### config.mk
export PLATFORM = sky130hd
export DESIGN_NAME = temperature_band_statistics_core
export DESIGN_NICKNAME = d
export VERILOG_FILES = /design/src/rtl/core/tbs_pkg.sv /design/src/rtl/core/tbs_front.sv /design/src/rtl/core/tbs_queue.sv /design/src/rtl/core/tbs_back.sv /design/src/rtl/core/temperature_band_statistics_core.sv
export VERILOG_INCLUDE_DIRS = /design/src /design/src/rtl/core
export SDC_FILE = /design/constraint.sdc
export NUM_CORES = 1
export LEC_CHECK = 0
export CORE_ASPECT_RATIO = 2
export CORE_MARGIN = 8
export CORE_UTILIZATION = 36
export DETAILED_ROUTE_END_ITERATION = 8
export DONT_BUFFER_PORTS = 1
export PLACE_DENSITY = 0.54
export SLEW_MARGIN = 20
export SYNTH_ARGS = -nofsm -noshare
export SYNTH_HDL_FRONTEND = slang
export SYNTH_SLANG_ARGS = --single-unit
### constraint.sdc
create_clock -name clk -period 5.86 [get_ports clk]
set_input_delay 0 -clock clk [delete_from_list [all_inputs] [get_ports clk]]
set_output_delay 0 -clock clk [all_outputs]
set_load 0.01 [all_outputs]
### src/rtl/core/assert_macros.svh
// ----------------------------------------------------------------------------
// Assertion macros
// Shared wrappers for the concurrent checks of the temperature statistics core.
// ----------------------------------------------------------------------------
`ifndef ASSERT_MACROS_SVH
`define ASSERT_MACROS_SVH

// A property that must hold at every clock edge outside reset.
`define ASSERT_CLK(label, prop, msg) \
    label: assert property (@(posedge clk) disable iff (!rst_n) prop) \
        else $error(msg);

// A condition that must never be true at a clock edge outside reset.
`define ASSERT_NEVER(label, cond, msg) \
    label: assert property (@(posedge clk) disable iff (!rst_n) !(cond)) \
        else $error(msg);

`endif

### src/rtl/core/tbs_pkg.sv
// ----------------------------------------------------------------------------
// Temperature band statistics package
// Widths, register indexes, band codes and the summary record passed from the
// front end to the back end.
// ----------------------------------------------------------------------------
package tbs_pkg;

    localparam int LEVEL_W = 15;
    localparam int CNT_W   = 8;
    localparam int SUM_W   = 22;
    localparam int IDX_W   = 7;
    localparam int NUM_BANDS = 4;

    localparam logic [LEVEL_W-1:0] LEVEL_MAX = {LEVEL_W{1'b1}};
    localparam logic [SUM_W-1:0]   SUM_MAX   = {SUM_W{1'b1}};
    localparam logic [CNT_W-1:0]   POS_MAX   = {CNT_W{1'b1}};
    localparam logic [IDX_W-1:0]   INDEX_MAX = {IDX_W{1'b1}};

    // Reset values of the threshold registers, in 1/16 degree units.
    localparam logic [LEVEL_W-1:0] WARNING_RESET  = 15'd480;
    localparam logic [LEVEL_W-1:0] CRITICAL_RESET = 15'd720;
    localparam logic [LEVEL_W-1:0] SHUTDOWN_RESET = 15'd960;

    // Configuration register indexes.
    typedef logic [1:0] cfg_index_t;
    localparam cfg_index_t REG_WARNING  = 2'd0;
    localparam cfg_index_t REG_CRITICAL = 2'd1;
    localparam cfg_index_t REG_SHUTDOWN = 2'd2;

    typedef enum logic [1:0] {
        BAND_NORMAL,
        BAND_WARNING,
        BAND_CRITICAL,
        BAND_SHUTDOWN
    } band_t;

    // Summary queue geometry.
    localparam int Q_DEPTH = 2;
    localparam int Q_PTR_W = 1;
    localparam int Q_CNT_W = 2;

    // Divider runs one quotient bit per cycle.
    localparam int DIV_STEPS = SUM_W;
    localparam int STEP_W    = 5;
    localparam logic [STEP_W-1:0] STEP_LAST = STEP_W'(DIV_STEPS - 1);

    typedef enum logic [1:0] {
        B_IDLE,
        B_DIV,
        B_DONE
    } back_state_t;

    // Totals of one closed set, before the average is worked out.
    typedef struct packed {
        logic [LEVEL_W-1:0] min_val;
        logic [LEVEL_W-1:0] max_val;
        logic [SUM_W-1:0]   sum;
        logic [CNT_W-1:0]   valid_cnt;
        logic [CNT_W-1:0]   skip_cnt;
        logic [CNT_W-1:0]   normal_cnt;
        logic [CNT_W-1:0]   warning_cnt;
        logic [CNT_W-1:0]   critical_cnt;
        logic [CNT_W-1:0]   shutdown_cnt;
        logic               crit_flag;
        logic [IDX_W-1:0]   crit_index;
    } summary_t;

endpackage

### src/rtl/core/tbs_front.sv
// ----------------------------------------------------------------------------
// Temperature statistics front end
// Accepts one reading a cycle unless stalled, puts a non-negative one in a band,
// keeps the open set's running totals; the last reading queues its summary.
// ----------------------------------------------------------------------------
`include "assert_macros.svh"

module tbs_front #(
    parameter int MAX_READINGS = 128
) (
    input  logic                       clk,
    input  logic                       rst_n,
    input  logic                       in_valid,
    output logic                       in_stall,
    input  logic signed [15:0]         reading,
    input  logic                       last_reading,
    input  logic                       cfg_we,
    input  tbs_pkg::cfg_index_t        cfg_index,
    input  logic [tbs_pkg::LEVEL_W-1:0] cfg_wdata,
    input  logic                       q_full,
    output logic                       push,
    output tbs_pkg::summary_t          push_data
);
    import tbs_pkg::*;

    localparam int CAP_INT = (MAX_READINGS < 255) ? MAX_READINGS : 255;
    localparam logic [CNT_W-1:0] CAP = CAP_INT[CNT_W-1:0];

    logic [LEVEL_W-1:0] warn_level_reg;
    logic [LEVEL_W-1:0] crit_level_reg;
    logic [LEVEL_W-1:0] shut_level_reg;

    logic [LEVEL_W-1:0] min_reg, min_next;
    logic [LEVEL_W-1:0] max_reg, max_next;
    logic [SUM_W-1:0]   sum_reg, sum_next;
    logic [CNT_W-1:0]   valid_cnt_reg, valid_cnt_next;
    logic [CNT_W-1:0]   skip_cnt_reg, skip_cnt_next;
    logic [CNT_W-1:0]   band_cnt_reg [NUM_BANDS];
    logic [CNT_W-1:0]   band_cnt_next [NUM_BANDS];
    logic [CNT_W-1:0]   pos_reg, pos_next;
    logic [IDX_W-1:0]   crit_idx_reg, crit_idx_next;
    logic               crit_flag_reg, crit_flag_next;
    logic               none_valid_reg, none_valid_next;

    logic               accept;
    logic               negative;
    logic [LEVEL_W-1:0] value;
    logic [SUM_W:0]     sum_add;
    band_t              band;

    assign in_stall = q_full;
    assign accept   = in_valid && !q_full;
    assign negative = reading[15];
    assign value    = reading[LEVEL_W-1:0];
    assign sum_add  = {1'b0, sum_reg} + {{(SUM_W+1-LEVEL_W){1'b0}}, value};

    // Threshold registers.
    always_ff @(posedge clk or negedge rst_n)
    begin
        if (!rst_n)
        begin
            warn_level_reg <= WARNING_RESET;
            crit_level_reg <= CRITICAL_RESET;
            shut_level_reg <= SHUTDOWN_RESET;
        end
        else if (cfg_we)
        begin
            case (cfg_index)
                REG_WARNING:  warn_level_reg <= cfg_wdata;
                REG_CRITICAL: crit_level_reg <= cfg_wdata;
                REG_SHUTDOWN: shut_level_reg <= cfg_wdata;
                default: ;
            endcase
        end
    end

    // Band of the current reading, following the fixed threshold chain.
    always_comb
    begin
        if (value < warn_level_reg)
            band = BAND_NORMAL;
        else if (value < crit_level_reg)
            band = BAND_WARNING;
        else if (value < shut_level_reg)
            band = BAND_CRITICAL;
        else
            band = BAND_SHUTDOWN;
    end

    // Running totals after the current beat.
    always_comb
    begin
        min_next        = min_reg;
        max_next        = max_reg;
        sum_next        = sum_reg;
        valid_cnt_next  = valid_cnt_reg;
        skip_cnt_next   = skip_cnt_reg;
        pos_next        = pos_reg;
        crit_idx_next   = crit_idx_reg;
        crit_flag_next  = crit_flag_reg;
        none_valid_next = none_valid_reg;
        for (int i = 0; i < NUM_BANDS; i++)
            band_cnt_next[i] = band_cnt_reg[i];

        if (accept)
        begin
            if (negative)
            begin
                if (skip_cnt_reg < CAP)
                    skip_cnt_next = skip_cnt_reg + 1'b1;
            end
            else
            begin
                if (none_valid_reg)
                begin
                    min_next        = value;
                    max_next        = value;
                    none_valid_next = 1'b0;
                end
                else
                begin
                    if (value < min_reg)
                        min_next = value;
                    if (value > max_reg)
                        max_next = value;
                end

                // Readings past the count cap no longer enter the sum.
                if (valid_cnt_reg < CAP)
                begin
                    sum_next       = sum_add[SUM_W] ? SUM_MAX : sum_add[SUM_W-1:0];
                    valid_cnt_next = valid_cnt_reg + 1'b1;
                end

                for (int i = 0; i < NUM_BANDS; i++)
                begin
                    if (band == band_t'(i) && band_cnt_reg[i] < CAP)
                        band_cnt_next[i] = band_cnt_reg[i] + 1'b1;
                end

                if (!crit_flag_reg && value >= crit_level_reg)
                begin
                    crit_flag_next = 1'b1;
                    crit_idx_next  = (pos_reg > {1'b0, INDEX_MAX}) ? INDEX_MAX
                                                                   : pos_reg[IDX_W-1:0];
                end
            end

            if (pos_reg < POS_MAX)
                pos_next = pos_reg + 1'b1;
        end
    end

    // The closing reading hands the finished totals to the queue.
    assign push = accept && last_reading;

    always_comb
    begin
        push_data.min_val      = min_next;
        push_data.max_val      = max_next;
        push_data.sum          = sum_next;
        push_data.valid_cnt    = valid_cnt_next;
        push_data.skip_cnt     = skip_cnt_next;
        push_data.normal_cnt   = band_cnt_next[BAND_NORMAL];
        push_data.warning_cnt  = band_cnt_next[BAND_WARNING];
        push_data.critical_cnt = band_cnt_next[BAND_CRITICAL];
        push_data.shutdown_cnt = band_cnt_next[BAND_SHUTDOWN];
        push_data.crit_flag    = crit_flag_next;
        push_data.crit_index   = crit_idx_next;
    end

    // Running state; a closed set starts over from the cleared values.
    always_ff @(posedge clk or negedge rst_n)
    begin
        if (!rst_n)
        begin
            min_reg        <= '0;
            max_reg        <= '0;
            sum_reg        <= '0;
            valid_cnt_reg  <= '0;
            skip_cnt_reg   <= '0;
            pos_reg        <= '0;
            crit_idx_reg   <= '0;
            crit_flag_reg  <= 1'b0;
            none_valid_reg <= 1'b1;
            for (int i = 0; i < NUM_BANDS; i++)
                band_cnt_reg[i] <= '0;
        end
        else if (push)
        begin
            min_reg        <= '0;
            max_reg        <= '0;
            sum_reg        <= '0;
            valid_cnt_reg  <= '0;
            skip_cnt_reg   <= '0;
            pos_reg        <= '0;
            crit_idx_reg   <= '0;
            crit_flag_reg  <= 1'b0;
            none_valid_reg <= 1'b1;
            for (int i = 0; i < NUM_BANDS; i++)
                band_cnt_reg[i] <= '0;
        end
        else
        begin
            min_reg        <= min_next;
            max_reg        <= max_next;
            sum_reg        <= sum_next;
            valid_cnt_reg  <= valid_cnt_next;
            skip_cnt_reg   <= skip_cnt_next;
            pos_reg        <= pos_next;
            crit_idx_reg   <= crit_idx_next;
            crit_flag_reg  <= crit_flag_next;
            none_valid_reg <= none_valid_next;
            for (int i = 0; i < NUM_BANDS; i++)
                band_cnt_reg[i] <= band_cnt_next[i];
        end
    end

    // Only a valid reading can set the critical flag.
    `ASSERT_CLK(a_crit_valid, crit_flag_reg |-> !none_valid_reg, "critical without valid reading")

endmodule

### src/rtl/core/tbs_queue.sv
// ----------------------------------------------------------------------------
// Temperature statistics summary queue
// Two-entry register queue that decouples the front end from the divider.
// ----------------------------------------------------------------------------
`include "assert_macros.svh"

module tbs_queue (
    input  logic              clk,
    input  logic              rst_n,
    input  logic              push,
    input  tbs_pkg::summary_t push_data,
    input  logic              pop,
    output tbs_pkg::summary_t pop_data,
    output logic              full,
    output logic              empty
);
    import tbs_pkg::*;

    summary_t           entry_reg [Q_DEPTH];
    logic [Q_PTR_W-1:0] wr_ptr_reg;
    logic [Q_PTR_W-1:0] rd_ptr_reg;
    logic [Q_CNT_W-1:0] count_reg;

    assign full     = (count_reg == Q_CNT_W'(Q_DEPTH));
    assign empty    = (count_reg == '0);
    assign pop_data = entry_reg[rd_ptr_reg];

    // Storage needs no reset; the count marks what is live.
    always_ff @(posedge clk)
    begin
        if (push)
            entry_reg[wr_ptr_reg] <= push_data;
    end

    // Pointers and fill count.
    always_ff @(posedge clk or negedge rst_n)
    begin
        if (!rst_n)
        begin
            wr_ptr_reg <= '0;
            rd_ptr_reg <= '0;
            count_reg  <= '0;
        end
        else
        begin
            if (push)
                wr_ptr_reg <= wr_ptr_reg + 1'b1;
            if (pop)
                rd_ptr_reg <= rd_ptr_reg + 1'b1;
            if (push && !pop)
                count_reg <= count_reg + 1'b1;
            else if (pop && !push)
                count_reg <= count_reg - 1'b1;
        end
    end

    `ASSERT_NEVER(a_q_no_overflow, push && full, "summary pushed into a full queue")
    `ASSERT_NEVER(a_q_no_underflow, pop && empty, "summary popped from an empty queue")

endmodule

### src/rtl/core/tbs_back.sv
// ----------------------------------------------------------------------------
// Temperature statistics back end
// Takes one summary from the queue, divides the sum by the valid count one
// quotient bit per cycle and presents the finished summary on the output.
// ----------------------------------------------------------------------------
`include "assert_macros.svh"

module tbs_back (
    input  logic                        clk,
    input  logic                        rst_n,
    input  logic                        q_empty,
    output logic                        pop,
    input  tbs_pkg::summary_t           q_data,
    output logic                        out_valid,
    input  logic                        out_stall,
    output logic [tbs_pkg::LEVEL_W-1:0] min_valid,
    output logic [tbs_pkg::LEVEL_W-1:0] max_valid,
    output logic [tbs_pkg::LEVEL_W-1:0] average_valid,
    output logic [tbs_pkg::CNT_W-1:0]   valid_total,
    output logic [tbs_pkg::CNT_W-1:0]   skipped_total,
    output logic [tbs_pkg::CNT_W-1:0]   normal_total,
    output logic [tbs_pkg::CNT_W-1:0]   warning_total,
    output logic [tbs_pkg::CNT_W-1:0]   critical_total,
    output logic [tbs_pkg::CNT_W-1:0]   shutdown_total,
    output logic                        critical_seen,
    output logic [tbs_pkg::IDX_W-1:0]   first_critical_index
);
    import tbs_pkg::*;

    back_state_t        state_reg, state_next;
    summary_t           snap_reg;
    logic [SUM_W-1:0]   quo_reg;
    logic [CNT_W-1:0]   rem_reg;
    logic [STEP_W-1:0]  step_reg;
    summary_t           out_sum_reg;
    logic [LEVEL_W-1:0] out_avg_reg;
    logic               out_valid_reg;

    logic               load_out;
    logic [CNT_W:0]     rem_shift;
    logic [CNT_W:0]     divisor;
    logic [CNT_W:0]     rem_sub;
    logic               rem_ge;
    logic [LEVEL_W-1:0] avg_value;

    // Sequencer: take a summary, divide, then hand over to the output register.
    always_ff @(posedge clk or negedge rst_n)
    begin
        if (!rst_n)
            state_reg <= B_IDLE;
        else
            state_reg <= state_next;
    end

    always_comb
    begin
        state_next = state_reg;
        pop        = 1'b0;
        load_out   = 1'b0;
        unique case (state_reg)
            B_IDLE:
            begin
                if (!q_empty)
                begin
                    pop        = 1'b1;
                    state_next = B_DIV;
                end
            end
            B_DIV:
            begin
                if (step_reg == STEP_LAST)
                    state_next = B_DONE;
            end
            B_DONE:
            begin
                if (!out_valid_reg || !out_stall)
                begin
                    load_out   = 1'b1;
                    state_next = B_IDLE;
                end
            end
            default: state_next = B_IDLE;
        endcase
    end

    // One restoring division step: shift in the next dividend bit and subtract.
    assign rem_shift = {rem_reg, quo_reg[SUM_W-1]};
    assign divisor   = {1'b0, snap_reg.valid_cnt};
    assign rem_sub   = rem_shift - divisor;
    assign rem_ge    = (rem_shift >= divisor);

    always_ff @(posedge clk or negedge rst_n)
    begin
        if (!rst_n)
            step_reg <= '0;
        else if (pop)
            step_reg <= '0;
        else if (state_reg == B_DIV)
            step_reg <= step_reg + 1'b1;
    end

    always_ff @(posedge clk)
    begin
        if (pop)
        begin
            snap_reg <= q_data;
            quo_reg  <= q_data.sum;
            rem_reg  <= '0;
        end
        else if (state_reg == B_DIV)
        begin
            quo_reg <= {quo_reg[SUM_W-2:0], rem_ge};
            rem_reg <= rem_ge ? rem_sub[CNT_W-1:0] : rem_shift[CNT_W-1:0];
        end
    end

    // Average: zero for an empty set, saturated to the level range otherwise.
    always_comb
    begin
        if (snap_reg.valid_cnt == '0)
            avg_value = '0;
        else if (|quo_reg[SUM_W-1:LEVEL_W])
            avg_value = LEVEL_MAX;
        else
            avg_value = quo_reg[LEVEL_W-1:0];
    end

    // Output register; a new result may load in the cycle the old beat leaves.
    always_ff @(posedge clk or negedge rst_n)
    begin
        if (!rst_n)
            out_valid_reg <= 1'b0;
        else if (load_out)
            out_valid_reg <= 1'b1;
        else if (!out_stall)
            out_valid_reg <= 1'b0;
    end

    always_ff @(posedge clk)
    begin
        if (load_out)
        begin
            out_sum_reg <= snap_reg;
            out_avg_reg <= avg_value;
        end
    end

    assign out_valid            = out_valid_reg;
    assign min_valid            = out_sum_reg.min_val;
    assign max_valid            = out_sum_reg.max_val;
    assign average_valid        = out_avg_reg;
    assign valid_total          = out_sum_reg.valid_cnt;
    assign skipped_total        = out_sum_reg.skip_cnt;
    assign normal_total         = out_sum_reg.normal_cnt;
    assign warning_total        = out_sum_reg.warning_cnt;
    assign critical_total       = out_sum_reg.critical_cnt;
    assign shutdown_total       = out_sum_reg.shutdown_cnt;
    assign critical_seen        = out_sum_reg.crit_flag;
    assign first_critical_index = out_sum_reg.crit_flag ? out_sum_reg.crit_index : '0;

    // The mean of the counted readings never exceeds the largest valid reading.
    `ASSERT_CLK(a_avg_below_max, out_valid_reg |-> (out_avg_reg <= out_sum_reg.max_val), "average above maximum")
    // A set without valid readings reports all-zero extremes and average.
    `ASSERT_CLK(a_empty_set_zero, (out_valid_reg && (out_sum_reg.valid_cnt == '0)) |-> ((out_avg_reg == '0) && (out_sum_reg.min_val == '0) && (out_sum_reg.max_val == '0)), "nonzero statistics for a set without valid readings")

endmodule

### src/rtl/core/temperature_band_statistics_core.sv
// ----------------------------------------------------------------------------
// Temperature band statistics core
// Running min, max, average and band counts over sets of temperature readings.
// ----------------------------------------------------------------------------
// The core takes one reading beat per cycle on the input channel while in_stall
// is low and closes a set on the beat marked last_reading; for each set it
// gives one summary beat. Classification and the running totals are done in
// the front end at the full input rate. Each closed set then goes through a
// two-entry summary queue into the back end, which takes the summary, runs its
// bit-serial divider to form the average and then loads the output register.
// The back end takes the next summary only after the last one has gone into
// the output register. The queue holds two finished sets, so the input stalls
// only when sets close faster than the back end finishes them for long enough
// to fill it, or when a stalled output backs it up.
// Threshold registers may be written at any idle time and take effect on the
// next reading.
`include "assert_macros.svh"

module temperature_band_statistics_core #(
    parameter int MAX_READINGS = 128
) (
    input  logic                        clk,
    input  logic                        rst_n,
    input  logic                        in_valid,
    output logic                        in_stall,
    input  logic signed [15:0]          reading,
    input  logic                        last_reading,
    input  logic                        cfg_we,
    input  tbs_pkg::cfg_index_t         cfg_index,
    input  logic [tbs_pkg::LEVEL_W-1:0] cfg_wdata,
    output logic                        out_valid,
    input  logic                        out_stall,
    output logic [tbs_pkg::LEVEL_W-1:0] min_valid,
    output logic [tbs_pkg::LEVEL_W-1:0] max_valid,
    output logic [tbs_pkg::LEVEL_W-1:0] average_valid,
    output logic [tbs_pkg::CNT_W-1:0]   valid_total,
    output logic [tbs_pkg::CNT_W-1:0]   skipped_total,
    output logic [tbs_pkg::CNT_W-1:0]   normal_total,
    output logic [tbs_pkg::CNT_W-1:0]   warning_total,
    output logic [tbs_pkg::CNT_W-1:0]   critical_total,
    output logic [tbs_pkg::CNT_W-1:0]   shutdown_total,
    output logic                        critical_seen,
    output logic [tbs_pkg::IDX_W-1:0]   first_critical_index
);
    import tbs_pkg::*;

    logic     q_push;
    logic     q_pop;
    logic     q_full;
    logic     q_empty;
    summary_t q_wdata;
    summary_t q_rdata;

    // Front end: classification and running totals.
    tbs_front #(
        .MAX_READINGS (MAX_READINGS)
    ) u_front (
        .clk          (clk),
        .rst_n        (rst_n),
        .in_valid     (in_valid),
        .in_stall     (in_stall),
        .reading      (reading),
        .last_reading (last_reading),
        .cfg_we       (cfg_we),
        .cfg_index    (cfg_index),
        .cfg_wdata    (cfg_wdata),
        .q_full       (q_full),
        .push         (q_push),
        .push_data    (q_wdata)
    );

    // Queue of closed sets.
    tbs_queue u_queue (
        .clk       (clk),
        .rst_n     (rst_n),
        .push      (q_push),
        .push_data (q_wdata),
        .pop       (q_pop),
        .pop_data  (q_rdata),
        .full      (q_full),
        .empty     (q_empty)
    );

    // Back end: average divider and output register.
    tbs_back u_back (
        .clk                  (clk),
        .rst_n                (rst_n),
        .q_empty              (q_empty),
        .pop                  (q_pop),
        .q_data               (q_rdata),
        .out_valid            (out_valid),
        .out_stall            (out_stall),
        .min_valid            (min_valid),
        .max_valid            (max_valid),
        .average_valid        (average_valid),
        .valid_total          (valid_total),
        .skipped_total        (skipped_total),
        .normal_total         (normal_total),
        .warning_total        (warning_total),
        .critical_total       (critical_total),
        .shutdown_total       (shutdown_total),
        .critical_seen        (critical_seen),
        .first_critical_index (first_critical_index)
    );

endmodule
==> results.cfg, run 1 <==
[cells_and_area]
diodes = 0
drive_above_1_share = 0.152
synthToLayoutAreaGrowth_pct = 11.8
layout.nets = 1995
design_area_mm2 = 0.0291
largest_reg_flops = 216

[sta]
finClkSkew_ns = 0.0179
tightest_slew_ns = 0.964
min_period_ns = 3.90
setup_viol = 0
relSlewSlack = 0.356
rsz0062_at_grt = false
fin_crit_sh = 0.666
setup_tns_ns = 0
max_freq_mhz = 256
hold_violations = 0
slew_violations = 0

[synthesis]
syn_area_per_cell_um2 = 14.2
syn_area_mm2 = 0.0261
ys_seq_area_frac = 0.663
yosysWarnings = 0
synthSimpleGateAreaFrac = 0.0812
synthMuxAreaShare = 0.0773
synth_top_family_by_area = simple AND/OR/NAND/NOR gates
synth_xor_area_frac = 0.0215
ys_top_cells_by_area = edfxtp_1 49%, dfrtp_1 15%, mux2_2 6.7%
synth_seq_cells = 607
synth_cell_types = 61
synth_compound_area_frac = 0.0609
synth_nets = 1985
synth_edf_count = 425
synth_ff_type = edfxtp_1
synthAdderAreaFrac = 0.0519
synth_area_leader_cell = edfxtp_1
ys_async_sr_fraction = 0.287
yosysTopAreaCellShare = 0.490
synth_commonest_cells = 425 x edfxtp_1, 161 x dfrtp_1, 155 x mux2_2, 105 x ha_1, 99 x nand2_1
yosysMostFrequentCell = edfxtp_1
synthCells = 1839

[floorplanning]
die_area_mm2 = 0.0818
fp.dieH_um = 397
boundaryPins = 142
core_area_mm2 = 0.0718
die_w_um = 206
start_util = 0.363
core.rowCount = 139

[clock_network]
cts_tree = yes
clkTransAtPathRegs_ns = 0.07
h-tree-depth = 2
postCtsHoldBufs = 66
cts.repair.resized = 0
postCtsSetupBuffers = 0
cts_root_buffer = clkbuf_16
insertion_delay_ns = 0.61
cts.sinks = 607
cts_inserted_buffers = 54
clockBufferDepth = 3

[grt]
grt_pass1_wl_um = 89800
grt_pass1_vias = 15200
antenna_found_initial = 0
grt_max_degree = 175
grt_usage = 0.143
grt_overflow = 0

[setup_path]
worst_ep_arrival_time_ns = 4.26
cp_max_fo = 11
start_kind = flop
crit_required_ns = 6.22
path_class = reg -> reg
crit_path_end_kind = flop

[place]
gp_congestion = 0.819
dpl.hpwl_um = 37700
portBuffers = 0
placed_area_mm2 = 0.0266

[run_status]
status = finished, final reports clean

[routing]
firstDrtPassIters = 4
dr.first_iter.drc_count = 586
drc = 0
wl_per_cell_um = 20.8
dr_total_vias = 14100
via_per_inst = 5.00
totalWireLength_um = 58500
postRouteAntennaNets = 0

[power_and_ir_drop]
powerDensity_mw_per_mm2 = 443
ir_drop_mv = 0.346
p_leak_nw = 11.2

[hold_path]
hp-class = in -> reg

[job]
drv_cap = 0
[cells by family (layout without fill, tap and decap cells)]
group	Yosys count	after routing
AOI/OAI and AO/OA	247	247
adders and majority gates	107	107
buffers and inverters	226	282
and+or+nand+nor	406	406
muxes	182	182
DFF	607	607
xor gates and xnor gates	64	64
[final timing paths]
check | from | to | slack, ns | cells after the start
worst max-delay path | u_queue.count_reg[1] | u_queue.entry_reg[0][22] | 1.96 | 7
worst min-delay path | reading[5] | u_queue.entry_reg[1][61] | 0.03 | 3
worst max register to register | u_queue.count_reg[1] | u_queue.entry_reg[0][22] | 1.96 | 7
worst min register to register | u_back.snap_reg[35] | u_back.normal_total[3] | 0.41 | 0
max in group asynchronous | rst_n | u_front.crit_level_reg[0] | 4.41 | 4
min in group asynchronous | rst_n | u_back.out_valid | 0.43 | 3
[routing by layer]
metal / wire length, µm / up-vias / track usage
met2: 32100 / 242 / 0.275
li1: - / 6607 / -
met3: 2620 / 103 / 0.0285
met4: 2250 / 0 / 0.0591
met1: 21600 / 7108 / 0.147
met5: 0 / - / 0
[where the power goes]
| part | switching [W] | total (W) | internal (W) | leakage [nW] |
|---|---|---|---|---|
| Sequential | 0.000430 | 0.00618 | 0.00575 | 6.21 |
| Clock | 0.00161 | 0.00361 | 0.00200 | 0.870 |
| Combinational | 0.00178 | 0.00313 | 0.00134 | 4.10 |
| Total | 0.00382 | 0.0129 | 0.00909 | 11.2 |
[worst max-delay path, stage by stage, from the launching register on]
cell and delay, ns:
dfrtp_1 0.41, nor2b_1 0.24, nor2b_1 0.46, nor2b_1 0.68
nand3_1 0.57, or4b_1 0.75, o21a_1 0.25, or2_2 0.30
[cell type report]
cell class	count	area (µm²)
clock buffer	77	1520
clock inverter	25	275
fill	6597	42700
inverter	97	367
multi-input combinational	1006	7700
sequential	607	17300
tap	916	1150
timing repair buffer	83	841
[cell usage in the layout (no fill, tap or decap), types with 15 or more instances in the layout]
cell,n
nand2_1,98
nand3_1,25
edfxtp_1,425
nand4_1,22
nor3_1,15
xor2_1,25
dlygate4sd3_1,66
o21ai_0,73
o21a_1,20
inv_1,96
a21o_1,26
mux2_2,155
clkbuf_1,15
a21oi_1,55
xnor2_1,39
clkbuf_16,54
and2_1,95
mux2i_1,27
nor2b_1,16
nand2b_1,17
ha_1,105
nor2_1,68
dfrtp_1,160
[through the flow]
stage / setup slack (ns) / hold WS [ns] / cells / total power [W] / utilization
final: 1.96 / 0.0280 / 2811 / 0.0129 / 0.406
after global routing: 1.72 / 0.0520 / 2811 / 0.0137 / 0.406
after CTS: 1.98 / 0.00967 / 2809 / 0.0131 / 0.405
after detailed placement: 1.98 / -0.279 / 2641 / 0.00934 / 0.371
after global placement: 2.18 / -0.275 / 2641 / 0.00922 / 0.371
after floorplan: 1.25 / -0.296 / 1839 / 0.00844 / -
No activity file was read; power rests on OpenSTA's default activity.
==> run 2, diff against run 1 <==
Settings changed: PLACE_DENSITY 0.54 to 0.52.
Clock period 5.86 ns to 4 ns, I/O delays scaled along.
==> run 2 against run 1 <==
Effect of this change: utilization is 0.48 points higher; clock skew rose by 0.0090 ns; first-iteration DRC count decreased by 8.4%; worst setup slack worse by 1.5 ns; non-clock buffer count increased by 10; flip-flop and latch count did not move; largest cell class unchanged; die area unchanged; cell count rose by 0.46%; combinational power grew 49%; design area grew 1.2%; sequential share of layout area fell by 0.70 points; largest power group unchanged.
==> results.cfg, run 2 (synthesis gave the netlist of run 1 again) <==
[run_status]
status = finished, final reports clean

[power_and_ir_drop]
powerDensity_mw_per_mm2 = 663
p_leak_nw = 11.4
ir_drop_mv = 0.392
fin_total_pwr_w = 0.0195

[setup_path]
path_class = reg -> reg
reg2reg_depth = 11
crit_path_end_kind = flop
timing.rr.end = u_front.band_cnt_reg[17]
ff2ff_setup_slack_ns = 0.44
crit_start = u_front.warn_level_reg[6]
start_kind = flop
timing.rr.start = u_front.warn_level_reg[6]
cp_max_fo = 7
worst_ep_arrival_time_ns = 4.08
cp-endpoint = u_front.band_cnt_reg[17]
crit_required_ns = 4.52

[sta]
hold_violations = 0
finClkSkew_ns = 0.0269
timing.hold.ws_ns = 0.0307
min_period_ns = 3.56
setup_tns_ns = 0
max_freq_mhz = 281
relSlewSlack = 0.376
setup_viol = 0
tightest_slew_ns = 0.933
slew_violations = 0
fin_crit_sh = 0.889
rsz0062_at_grt = false

[floorplanning]
core.rowCount = 139
fp.dieH_um = 397
die_w_um = 206
boundaryPins = 142
die_area_mm2 = 0.0818
start_util = 0.363
core_area_mm2 = 0.0718

[routing]
totalWireLength_um = 57400
via_per_inst = 4.97
postRouteAntennaNets = 0
dr.first_iter.drc_count = 537
wl_per_cell_um = 20.3
drc = 0
dr_total_vias = 14000
firstDrtPassIters = 4

[place]
gp_congestion = 0.793
placed_area_mm2 = 0.0268
dpl.hpwl_um = 37500
portBuffers = 0

[clock_network]
cts.repair.resized = 0
insertion_delay_ns = 0.63
clkTransAtPathRegs_ns = 0.07
cts_inserted_buffers = 55
cts_root_buffer = clkbuf_16
cts_tree = yes
clockBufferDepth = 3
h-tree-depth = 2
cts.sinks = 607

[cells_and_area]
drive_above_1_share = 0.165
design_area_mm2 = 0.0295
layout.nets = 2006
synthToLayoutAreaGrowth_pct = 13.1
final_common_cell = edfxtp_1
largest_reg_flops = 216
final_cell_mix = 425 x edfxtp_1, 160 x dfrtp_1, 155 x mux2_2

[grt]
grt_usage = 0.140
antenna_found_initial = 1
grt_overflow = 0
grt_pass1_wl_um = 87000
grt_pass1_vias = 14800
grt_max_degree = 175

[job]
drv_cap = 0

[hold_path]
hp-class = in -> reg
==> run 2: worst max-delay path, cell delays in order, from the launching register on <==
cell     delay [ns]
dfstp_2        0.52
inv_1          0.05
ha_1           0.29
nand4_1        0.09
nor2_1         0.12
a21oi_1        0.07
o21ai_0        0.58
nand3_1        0.36
buf_4          0.26
nor3_1         0.53
mux2_2         0.43
and2_1         0.16
==> run 2: layout make-up <==
class | instances | area [µm²]
timing repair buffer | 93 | 961
inverter | 97 | 367
tap | 916 | 1150
clock buffer | 67 | 1500
antenna | 1 | 2.50
fill | 6563 | 42300
multi-input combinational | 1006 | 7680
sequential | 607 | 17300
clock inverter | 37 | 538
==> run 2: how the worst min path moves through the flow <==
| stage | startpoint | to | cells after the start |
|---|---|---|---|
| 6_report | reading[3] | u_queue.entry_reg[1][59] | 3 |
| 5_1_grt | reading[3] | u_queue.entry_reg[0][59] | 3 |
| 4_1_cts | reading[3] | u_queue.entry_reg[1][59] | 3 |
| 3_5_place_dp | rst_n | u_back.out_valid | 0 |
| 3_3_place_gp | rst_n | u_back.out_valid | 0 |
| 2_1_floorplan | rst_n | u_back.out_valid | 0 |
==> run 2: power breakdown <==
group	total (W)	internal [W]	switching (W)
registers	0.00902	0.00842	0.000596
clock network	0.00586	0.00343	0.00243
logic	0.00467	0.00201	0.00266
==> run 2: per-layer routing <==
metal	part of all wire	wire length [µm]	global-route usage	vias to the layer above
met2	0.55	31400	0.268	265
met3	0.040	2310	0.0267	93
li1	-	-	-	6629
met1	0.37	21500	0.147	7043
met4	0.037	2150	0.0576	0
met5	0	0	0	-
==> run 2: timing repair <==
action | in CTS | in global routing
hold buffers | 64 | 1
setup buffers | 0 | 0
hold endpoints to repair | 498 | 44
==> run 2: metrics by stage <==
step	worst slack [ns]	util	instances
2_1_floorplan	0.0987	-	1839
3_3_place_gp	0.506	0.372	2653
3_5_place_dp	0.540	0.372	2653
4_1_cts	0.536	0.410	2821
5_1_grt	0.239	0.411	2823
6_report	0.443	0.411	2824
==> run 3, diff against run 2 <==
Settings changed: ABC_CLOCK_PERIOD_IN_PS from default to 4000, PLACE_DENSITY 0.52 to 0.55.
==> run 3 against run 2 <==
Effect of this change: utilization is 0.42 points lower; global-route usage is 0.32 points higher; maximum frequency is 0.40% higher; clock-buffer cell count is 3 higher; first-iteration DRC count is 7.4% lower; largest power group unchanged; non-clock buffer count is 5 lower; die area stayed put; clock power is 9.4% lower; highest routed layer is now met5; total power is 2.9% lower; sequential share of layout area is 0.61 points higher; design area is 1.0% lower.
==> results.cfg, run 3 (synthesis gave the netlist of run 1 again) <==
[clock_network]
clkTransAtPathRegs_ns = 0.07
clockBufferDepth = 3
cts_tree = yes
postCtsSetupBuffers = 0
cts.sinks = 607
insertion_delay_ns = 0.62
postCtsHoldBufs = 66
cts_inserted_buffers = 55
cts_root_buffer = clkbuf_16
cts.repair.resized = 0
h-tree-depth = 2

[grt]
grt_pass1_vias = 15000
antenna_found_initial = 3
top_usage_layer = met2
grt_overflow = 0
grt_pass1_wl_um = 89400
grt_util_met2 = 0.268
grt_usage = 0.144
grt_use_met3 = 0.0282
grt_use_met1 = 0.154
grt_max_degree = 175

[setup_path]
crit_path_end_kind = flop
path_class = reg -> reg
crit_required_ns = 4.35
cp_max_fo = 9
crit_start = u_front.shut_level_reg[8]
start_kind = flop
worst_ep_arrival_time_ns = 3.89
timing.rr.start = u_front.shut_level_reg[8]

[place]
portBuffers = 0
numPlacedInstances = 2648
dp_slack_ns = 0.464
gp_congestion = 0.804
dpl.hpwl_um = 37400

[power_and_ir_drop]
powerDensity_mw_per_mm2 = 650
ir_drop_mv = 0.416
p_leak_nw = 11.2

[routing]
wl_per_cell_um = 20.5
dr.first_iter.drc_count = 497
totalWireLength_um = 57900
via_per_inst = 4.96
drc = 0
firstDrtPassIters = 4
postRouteAntennaNets = 0
dr_total_vias = 14000

[run_status]
status = finished, final reports clean

[floorplanning]
fp.dieH_um = 397
start_util = 0.363
core.rowCount = 139
die_w_um = 206
boundaryPins = 142
die_area_mm2 = 0.0818
core_area_mm2 = 0.0718

[sta]
relSlewSlack = 0.326
setup_tns_ns = 0
fin_crit_sh = 0.886
setup_ws_ns = 0.457
hold_violations = 0
tightest_slew_ns = 1.01
slew_violations = 0
min_period_ns = 3.54
rsz0062_at_grt = false
setup_viol = 0
finClkSkew_ns = 0.0266
max_freq_mhz = 282

[cells_and_area]
synthToLayoutAreaGrowth_pct = 12.0
largest_reg_flops = 216
drive_above_1_share = 0.159
final_common_cell = edfxtp_1
finalNonFillerCells = 2819
finalCoreUtilization = 0.406
fillCellCount = 6545
layout.nets = 2001
final_cell_mix = 425 x edfxtp_1, 160 x dfrtp_1, 155 x mux2_2

[hold_path]
hp-class = in -> reg
min_from = reading[6]

[job]
drv_cap = 0
==> run 3: changes by cell type in the layout (fill, tap and decap cells not counted), sizes merged, moves of 3 or more <==
cell    delta
clkinv     +8
clkbuf     +3
inv        -3
buf        -6
bufinv     -7
==> run 3: final cells by class <==
| cell class | count | area [µm²] | area share |
|---|---|---|---|
| timing repair buffer | 88 | 881 | 0.0302 |
| clock inverter | 34 | 314 | 0.0108 |
| antenna | 1 | 2.50 | 0.0000857 |
| sequential | 607 | 17300 | 0.593 |
| clock buffer | 70 | 1500 | 0.0515 |
| inverter | 97 | 367 | 0.0126 |
| tap | 916 | 1150 | 0.0393 |
| multi-input combinational | 1006 | 7680 | 0.263 |
==> run 3: worst paths after layout <==
kind                       cells after the start  slack, ns                  endpoint
setup / recovery                              10       0.46  u_queue.entry_reg[1][22]
hold / removal                                 3       0.07  u_queue.entry_reg[0][62]
setup reg to reg                              10       0.46  u_queue.entry_reg[1][22]
hold reg to reg                                0       0.41      u_back.min_valid[10]
max in group asynchronous                      2       3.08  u_front.band_cnt_reg[27]
min in group asynchronous                      2       0.19        u_front.sum_reg[9]
==> run 3: power breakdown <==
part           total [W]  switching (W)  internal (W)  leakage [nW]
clock network    0.00531        0.00236       0.00294         0.894
registers        0.00907       0.000644       0.00842          6.21
logic            0.00461        0.00261       0.00200          4.12
total             0.0190        0.00562        0.0134          11.2
==> run 3: stage by stage <==
stage          total power (W)  hold slack (ns)  cell area, µm²
6_report                0.0190           0.0656           29200
5_1_grt                 0.0201           0.0896           29200
2_1_floorplan           0.0124           -0.296           26100
3_5_place_dp            0.0138           -0.273           26700
4_1_cts                 0.0193           0.0202           29200
3_3_place_gp            0.0136           -0.270           26700
==> run 3: worst max-delay path: stages, from the launching register on <==
cell      delay, ns
dfstp_2        0.53
inv_1          0.04
ha_1           0.29
a21o_1         0.16
a21o_1         0.16
a21oi_1        0.18
o31ai_1        0.15
a221oi_4       0.59
or4b_1         0.63
o21a_1         0.24
or2_2          0.30
==> run 3: routing by layer <==
metal | up-vias | part of all wire
met5 | - | 0.00021
met3 | 96 | 0.042
li1 | 6630 | -
met1 | 6994 | 0.38
met4 | 2 | 0.038
met2 | 250 | 0.54
